<file path="src/sv/o0mx_pkg.sv">
`timescale 1ns / 1ps
// Package for the order-0 PPM frequency model with exclusion.
// Shared widths, limits, mode codes, sequencer states and store control struct.
package o0mx_pkg;

  localparam int NUM_SYMBOLS_DEF = 256;

  localparam int COUNT_W = 17;
  localparam int ESC_W   = 9;
  localparam int TALLY_W = 17;
  localparam int BOUND_W = 18;
  localparam int LIMIT_W = 16;

  localparam logic [COUNT_W-1:0] COUNT_MAX   = 17'd131071;
  localparam logic [ESC_W-1:0]   ESC_MAX     = 9'd511;
  localparam logic [TALLY_W-1:0] TALLY_MAX   = 17'd131071;
  localparam logic [BOUND_W-1:0] BOUND_MAX   = 18'd262143;
  localparam logic [LIMIT_W-1:0] LIMIT_RESET = 16'd16383;

  localparam logic [1:0] MODE_ENCODE  = 2'd0;
  localparam logic [1:0] MODE_EXCLUDE = 2'd1;
  localparam logic [1:0] MODE_CLEAR   = 2'd2;

  typedef enum logic [2:0] {
    S_CLEAR,
    S_IDLE,
    S_SCAN,
    S_EMIT0,
    S_EMIT1,
    S_UPDATE,
    S_HALVE
  } state_t;

  typedef struct packed {
    logic cnt_we;
    logic excl_we;
    logic excl_wdata;
  } store_ctrl_t;

endpackage

</file>
<file path="src/sv/o0mx_store.sv">
`timescale 1ns / 1ps
// Symbol count and exclusion memories, one write and one registered read port.
// Depends on o0mx_pkg.
module o0mx_store import o0mx_pkg::*; #(
  parameter int NUM_SYMBOLS = NUM_SYMBOLS_DEF,
  localparam int AW = $clog2(NUM_SYMBOLS)
) (
  input  logic               clk,
  input  store_ctrl_t        ctrl,
  input  logic [AW-1:0]      waddr,
  input  logic [COUNT_W-1:0] cnt_wdata,
  input  logic [AW-1:0]      raddr,
  output logic [COUNT_W-1:0] rd_cnt,
  output logic               rd_excl
);

  logic [COUNT_W-1:0] cnt_mem [NUM_SYMBOLS];
  logic               excl_mem [NUM_SYMBOLS];

  always_ff @(posedge clk) begin
    if (ctrl.cnt_we) begin
      cnt_mem[waddr] <= cnt_wdata;
    end
    if (ctrl.excl_we) begin
      excl_mem[waddr] <= ctrl.excl_wdata;
    end
    rd_cnt  <= cnt_mem[raddr];
    rd_excl <= excl_mem[raddr];
  end

endmodule

</file>
<file path="config.mk">
export PLATFORM = sky130hd
export DESIGN_NAME = o0mx_store
export DESIGN_NICKNAME = d
export VERILOG_FILES = /design/src/sv/o0mx_pkg.sv /design/src/sv/o0mx_store.sv
export SDC_FILE = /design/constraint.sdc
export NUM_CORES = 2
export LEC_CHECK = 0
export BUFFER_PORTS_ARGS = -buffer_cell sky130_fd_sc_hd__buf_2
export CAP_MARGIN = 10
export CORE_ASPECT_RATIO = 0.75
export CORE_MARGIN = 8
export CORE_UTILIZATION = 44
export DETAILED_ROUTE_END_ITERATION = 6
export GPL_ROUTABILITY_DRIVEN = 0
export SETUP_SLACK_MARGIN = 0.3
export SYNTH_ARGS = -nofsm -noshare
export SYNTH_HDL_FRONTEND = slang
export SYNTH_MEMORY_MAX_BITS = 65536
export SYNTH_SLANG_ARGS = --single-unit
</file>
<file path="constraint.sdc">
create_clock -name clk -period 2.7 [get_ports clk]
set_input_delay 0.135 -clock clk [delete_from_list [all_inputs] [get_ports clk]]
set_output_delay 0.135 -clock clk [all_outputs]
set_load 0.1 [all_outputs]
</file>
==> out/qor_table.md <==
| Quantity | This run | Unit |
|---|---|---|
| Number of max-capacitance violations reported | 0 | - |
| First-pass DRT Iterations | 6 | - |
| Relative area change from synthesis to final layout | 18.6 | % |
| Tightest Pin Transition | 1370 | ps |
| Core Rows | 202 | - |
| Clock tree skew after final layout | 80.6 | ps |
| Synth Area in Compound Gates | 0.0397 | - |
| Share of the cycle needed by the critical path after routing | 0.974 | - |
| Peak per-stage delay on the critical path | 610 | ps |
| Routed vias/inst | 6.09 | - |
| Largest family of logic cells by synthesized area | multiplexers | - |
| Classification of the worst-slack hold path | input port to flop | - |
| Post-detailed-placement half-perimeter wirelength | 327000 | um |
| Largest net degree at the start of global routing | 125 | - |
| Multiplexer share of the synthesized area | 0.147 | - |
| Overall die area | 0.427 | sq mm |
| Yosys Warn Count | 0 | - |
| Sinks on the clock net | 4626 | - |
| Mapped Cells | 8338 | - |
| Buffer levels on the longest clock path | 4 | - |
| Average footprint of a synthesized cell | 21.4 | sq um |
| Initial detailed-routing violation count | 13600 | - |
| Setup violations, final | 0 | - |
| Master of the slowest instance on the critical path | nor4_4 | - |
| Max Clk Rate | 0.380 | GHz |
| Seq cells post-synth | 4626 | - |
| Post-detailed-placement cell area | 0.196 | sq mm |
| TritonCTS clock tree | done | - |
| Total congestion overflow | 0 | - |
| Post-synth top cells | edfxtp_1 (4608), mux4_2 (906), mux2i_1 (554) | - |
| Result of the run | finished clean | - |
| Min Clock Period, post-route | 2630 | ps |
| Number of antenna violations at the first check in global routing | 48 | - |
| Max-slew violation total from the final report | 0 | - |
| Horizontal extent of the die | 752 | um |
| Power density over cell area | 706 | mW/mm^2 |
| Post-synth ARST share | 0 | - |
| Post-CTS clock slew at the launch and capture registers of the worst setup and hold paths | 70 | ps |
| Routed WL per cell | 33.2 | um |
| Floorplan core area | 0.404 | sq mm |
| P_leak | 68.1 | nW |
| H-tree lvl count | 5 | - |
| Cell Chain, Critical Path | mux4_2 > o22ai_1 > buf_4 > a22oi_2 > nand4_1 > buf_6 > nor4_4 > o31a_1 | - |
| Critical path class | flop to flop | - |
| Area of all placed cells without fillers | 0.212 | sq mm |
| Crit path required time | 3630 | ps |
| Worst VDD drop | 0.000636 | V |
| Number of flops mapped to enable cells by yosys | 4608 | - |
| Total clock buffers created by CTS | 437 | - |
| Clk root buf | clkbuf_16 | - |
| Overall fraction of global-route tracks in use | 0.235 | - |
| Share of post-route cells with drive strength above 1 | 0.318 | - |
| Proportion of netlist area held by the largest area contributor | 0.775 | - |
| Die Y-Extent | 568 | um |
| IO Count | 55 | - |
| Largest driver fanout on the critical path | 1 | - |
| Relative slew slack | 0.0822 | - |
| Post-synthesis xor/xnor area fraction | 0 | - |
| Routed Wire Length | 513000 | um |
| Nets | 9678 | - |
| Crit start category | flop | - |
| Synth Area in Adders | 0 | - |
| Area fraction in and, or, nand and nor cells after synthesis | 0.0174 | - |
| Synth Cell Area | 0.179 | sq mm |
| Dominant cell type by area after synthesis | edfxtp_1 | - |
| Arrival time at the worst endpoint | 3560 | ps |
| Number of distinct library cells after synthesis | 53 | - |
| Number of global-route vias before repair | 92700 | - |
| Worst hold slack | 78.9 | ps |
| Post-Synthesis Net Count | 8375 | - |
| Wire length of the first global-routing pass | 716000 | um |
| Fraction of the yosys area taken by sequential cells | 0.777 | - |
| Setup repair after global routing missed its margin | true | - |
| DRC errors left | 0 | - |
| Non-filler instance count after layout | 15400 | - |
| Type of destination of the critical path | flop | - |
| Most common cell in the synthesized netlist | edfxtp_1 | - |
| Leading cell types by total area after synthesis | edfxtp_1 (77%), mux4_2 (11%), mux2i_1 (3.1%) | - |
| Count of port buffers added during placement | 54 | - |
| Effective utilization at floorplan | 0.442 | - |
| Total via count in the routed design | 94000 | - |
| Source-to-sink clock delay at the later pin of the worst-skew pair | 1030 | ps |
| # placed instances | 14600 | - |
| Most used flip-flop cell after synthesis | edfxtp_1 | - |
| Number of antenna-violating nets in the routed design | 0 | - |
| Number of failing hold endpoints at the final stage | 0 | - |
[state kept, by name (all words and copies together) (netlist names)]
register,flops
cnt_mem,4352
excl_mem,256
rd_cnt,17
rd_excl,1
[layout by cell type, fill, tap and decap left out, types with 21 or more instances in the layout]
cell type and count:
o221ai_2 21, nand2_1 40, nor2_1 457, buf_4 1027
o22ai_1 122, clkbuf_16 445, o21ai_0 41, a211oi_1 22
a22oi_2 35, edfxtp_1 4608, mux2i_1 549, dlygate4sd3_1 28
a22oi_1 116, a221oi_1 28, a22o_1 51, bufinv_16 34
mux4_2 906, o221ai_1 239, clkinv_1 110, a21oi_1 146
buf_2 30, buf_6 28, clkinv_2 76, o211ai_1 34
nor3_1 43, buf_12 259, nor2_2 80, clkbuf_1 83
[through the flow]
stage | setup slack (ps) | setup TNS, ps | power [mW] | util
after CTS | -69.4 | -69.4 | 150 | 0.523
after global routing | -112 | -112 | 153 | 0.524
after global placement | -1520 | -16590 | 89.8 | 0.485
after floorplan | 498 | 0 | 84.9 | -
final | 70.3 | 0 | 149 | 0.524
after detailed placement | -1320 | -15150 | 89.9 | 0.485
[final cells by class]
| type | count | area (sq um) |
|---|---|---|
| inverters | 2 | 17.5 |
| clock buffers | 542 | 11600 |
| clock inverters | 262 | 2400 |
| multi-input cells | 3175 | 38100 |
| diodes | 20 | 50.0 |
| repair buffers | 1399 | 14100 |
| well taps | 5406 | 6760 |
| fillers | 31200 | 192000 |
| flip-flops and latches | 4626 | 139000 |
[repair_timing]
| action | in CTS | in global routing |
|---|---|---|
| hold buffers | 28 | 0 |
| gates resized for setup | 172 | 89 |
| endpoints found under the hold margin | 3750 | 0 |
| setup endpoints to repair | 18 | 19 |
| setup buffers | 4 | 1 |
| pin swaps | 63 | 38 |
[per-layer routing]
metal	GRT usage	wire length, um	vias up
met3	0.0654	62100	710
li1	-	-	38000
met5	0	0	-
met2	0.342	225000	5212
met1	0.353	213000	50100
met4	0.0546	12900	0
[worst max-delay path: cells and delay by family (launching register included)]
kind            cells  cell delay (ps)
compound gates      3              550
buf+inv             2              380
flops               1              320
mux                 1              370
simple gates        2              910
[cells by family (layout without fill, tap and decap cells)]
kind of cell | Yosys count | count (layout)
AOI/OAI and AO/OA | 969 | 969
buffers and inverters | 537 | 2205
DFF | 4626 | 4626
muxes | 1469 | 1469
other | 0 | 20
and+or+nand+nor | 737 | 737
[path summary, 6_finish.rpt]
kind                              start                         to  slack [ps]  cells after the start
min reg2reg  cnt_mem[142][10]$_DFFE_PP_         rd_cnt[10]$_DFF_P_         910                      4
max reg2reg  cnt_mem[253][10]$_DFFE_PP_         rd_cnt[10]$_DFF_P_          70                      8
min                            waddr[0]  cnt_mem[203][7]$_DFFE_PP_          80                      3
max          cnt_mem[253][10]$_DFFE_PP_         rd_cnt[10]$_DFF_P_          70                      8
[power by group]
part / switching [mW] / total, mW / internal [mW]
Combinational: 5.98 / 9.50 / 3.53
Clock: 26.8 / 60.6 / 33.8
Sequential: 0.153 / 79.3 / 79.1
Total: 32.9 / 149 / 116
Power figures use the tool's default switching activity.
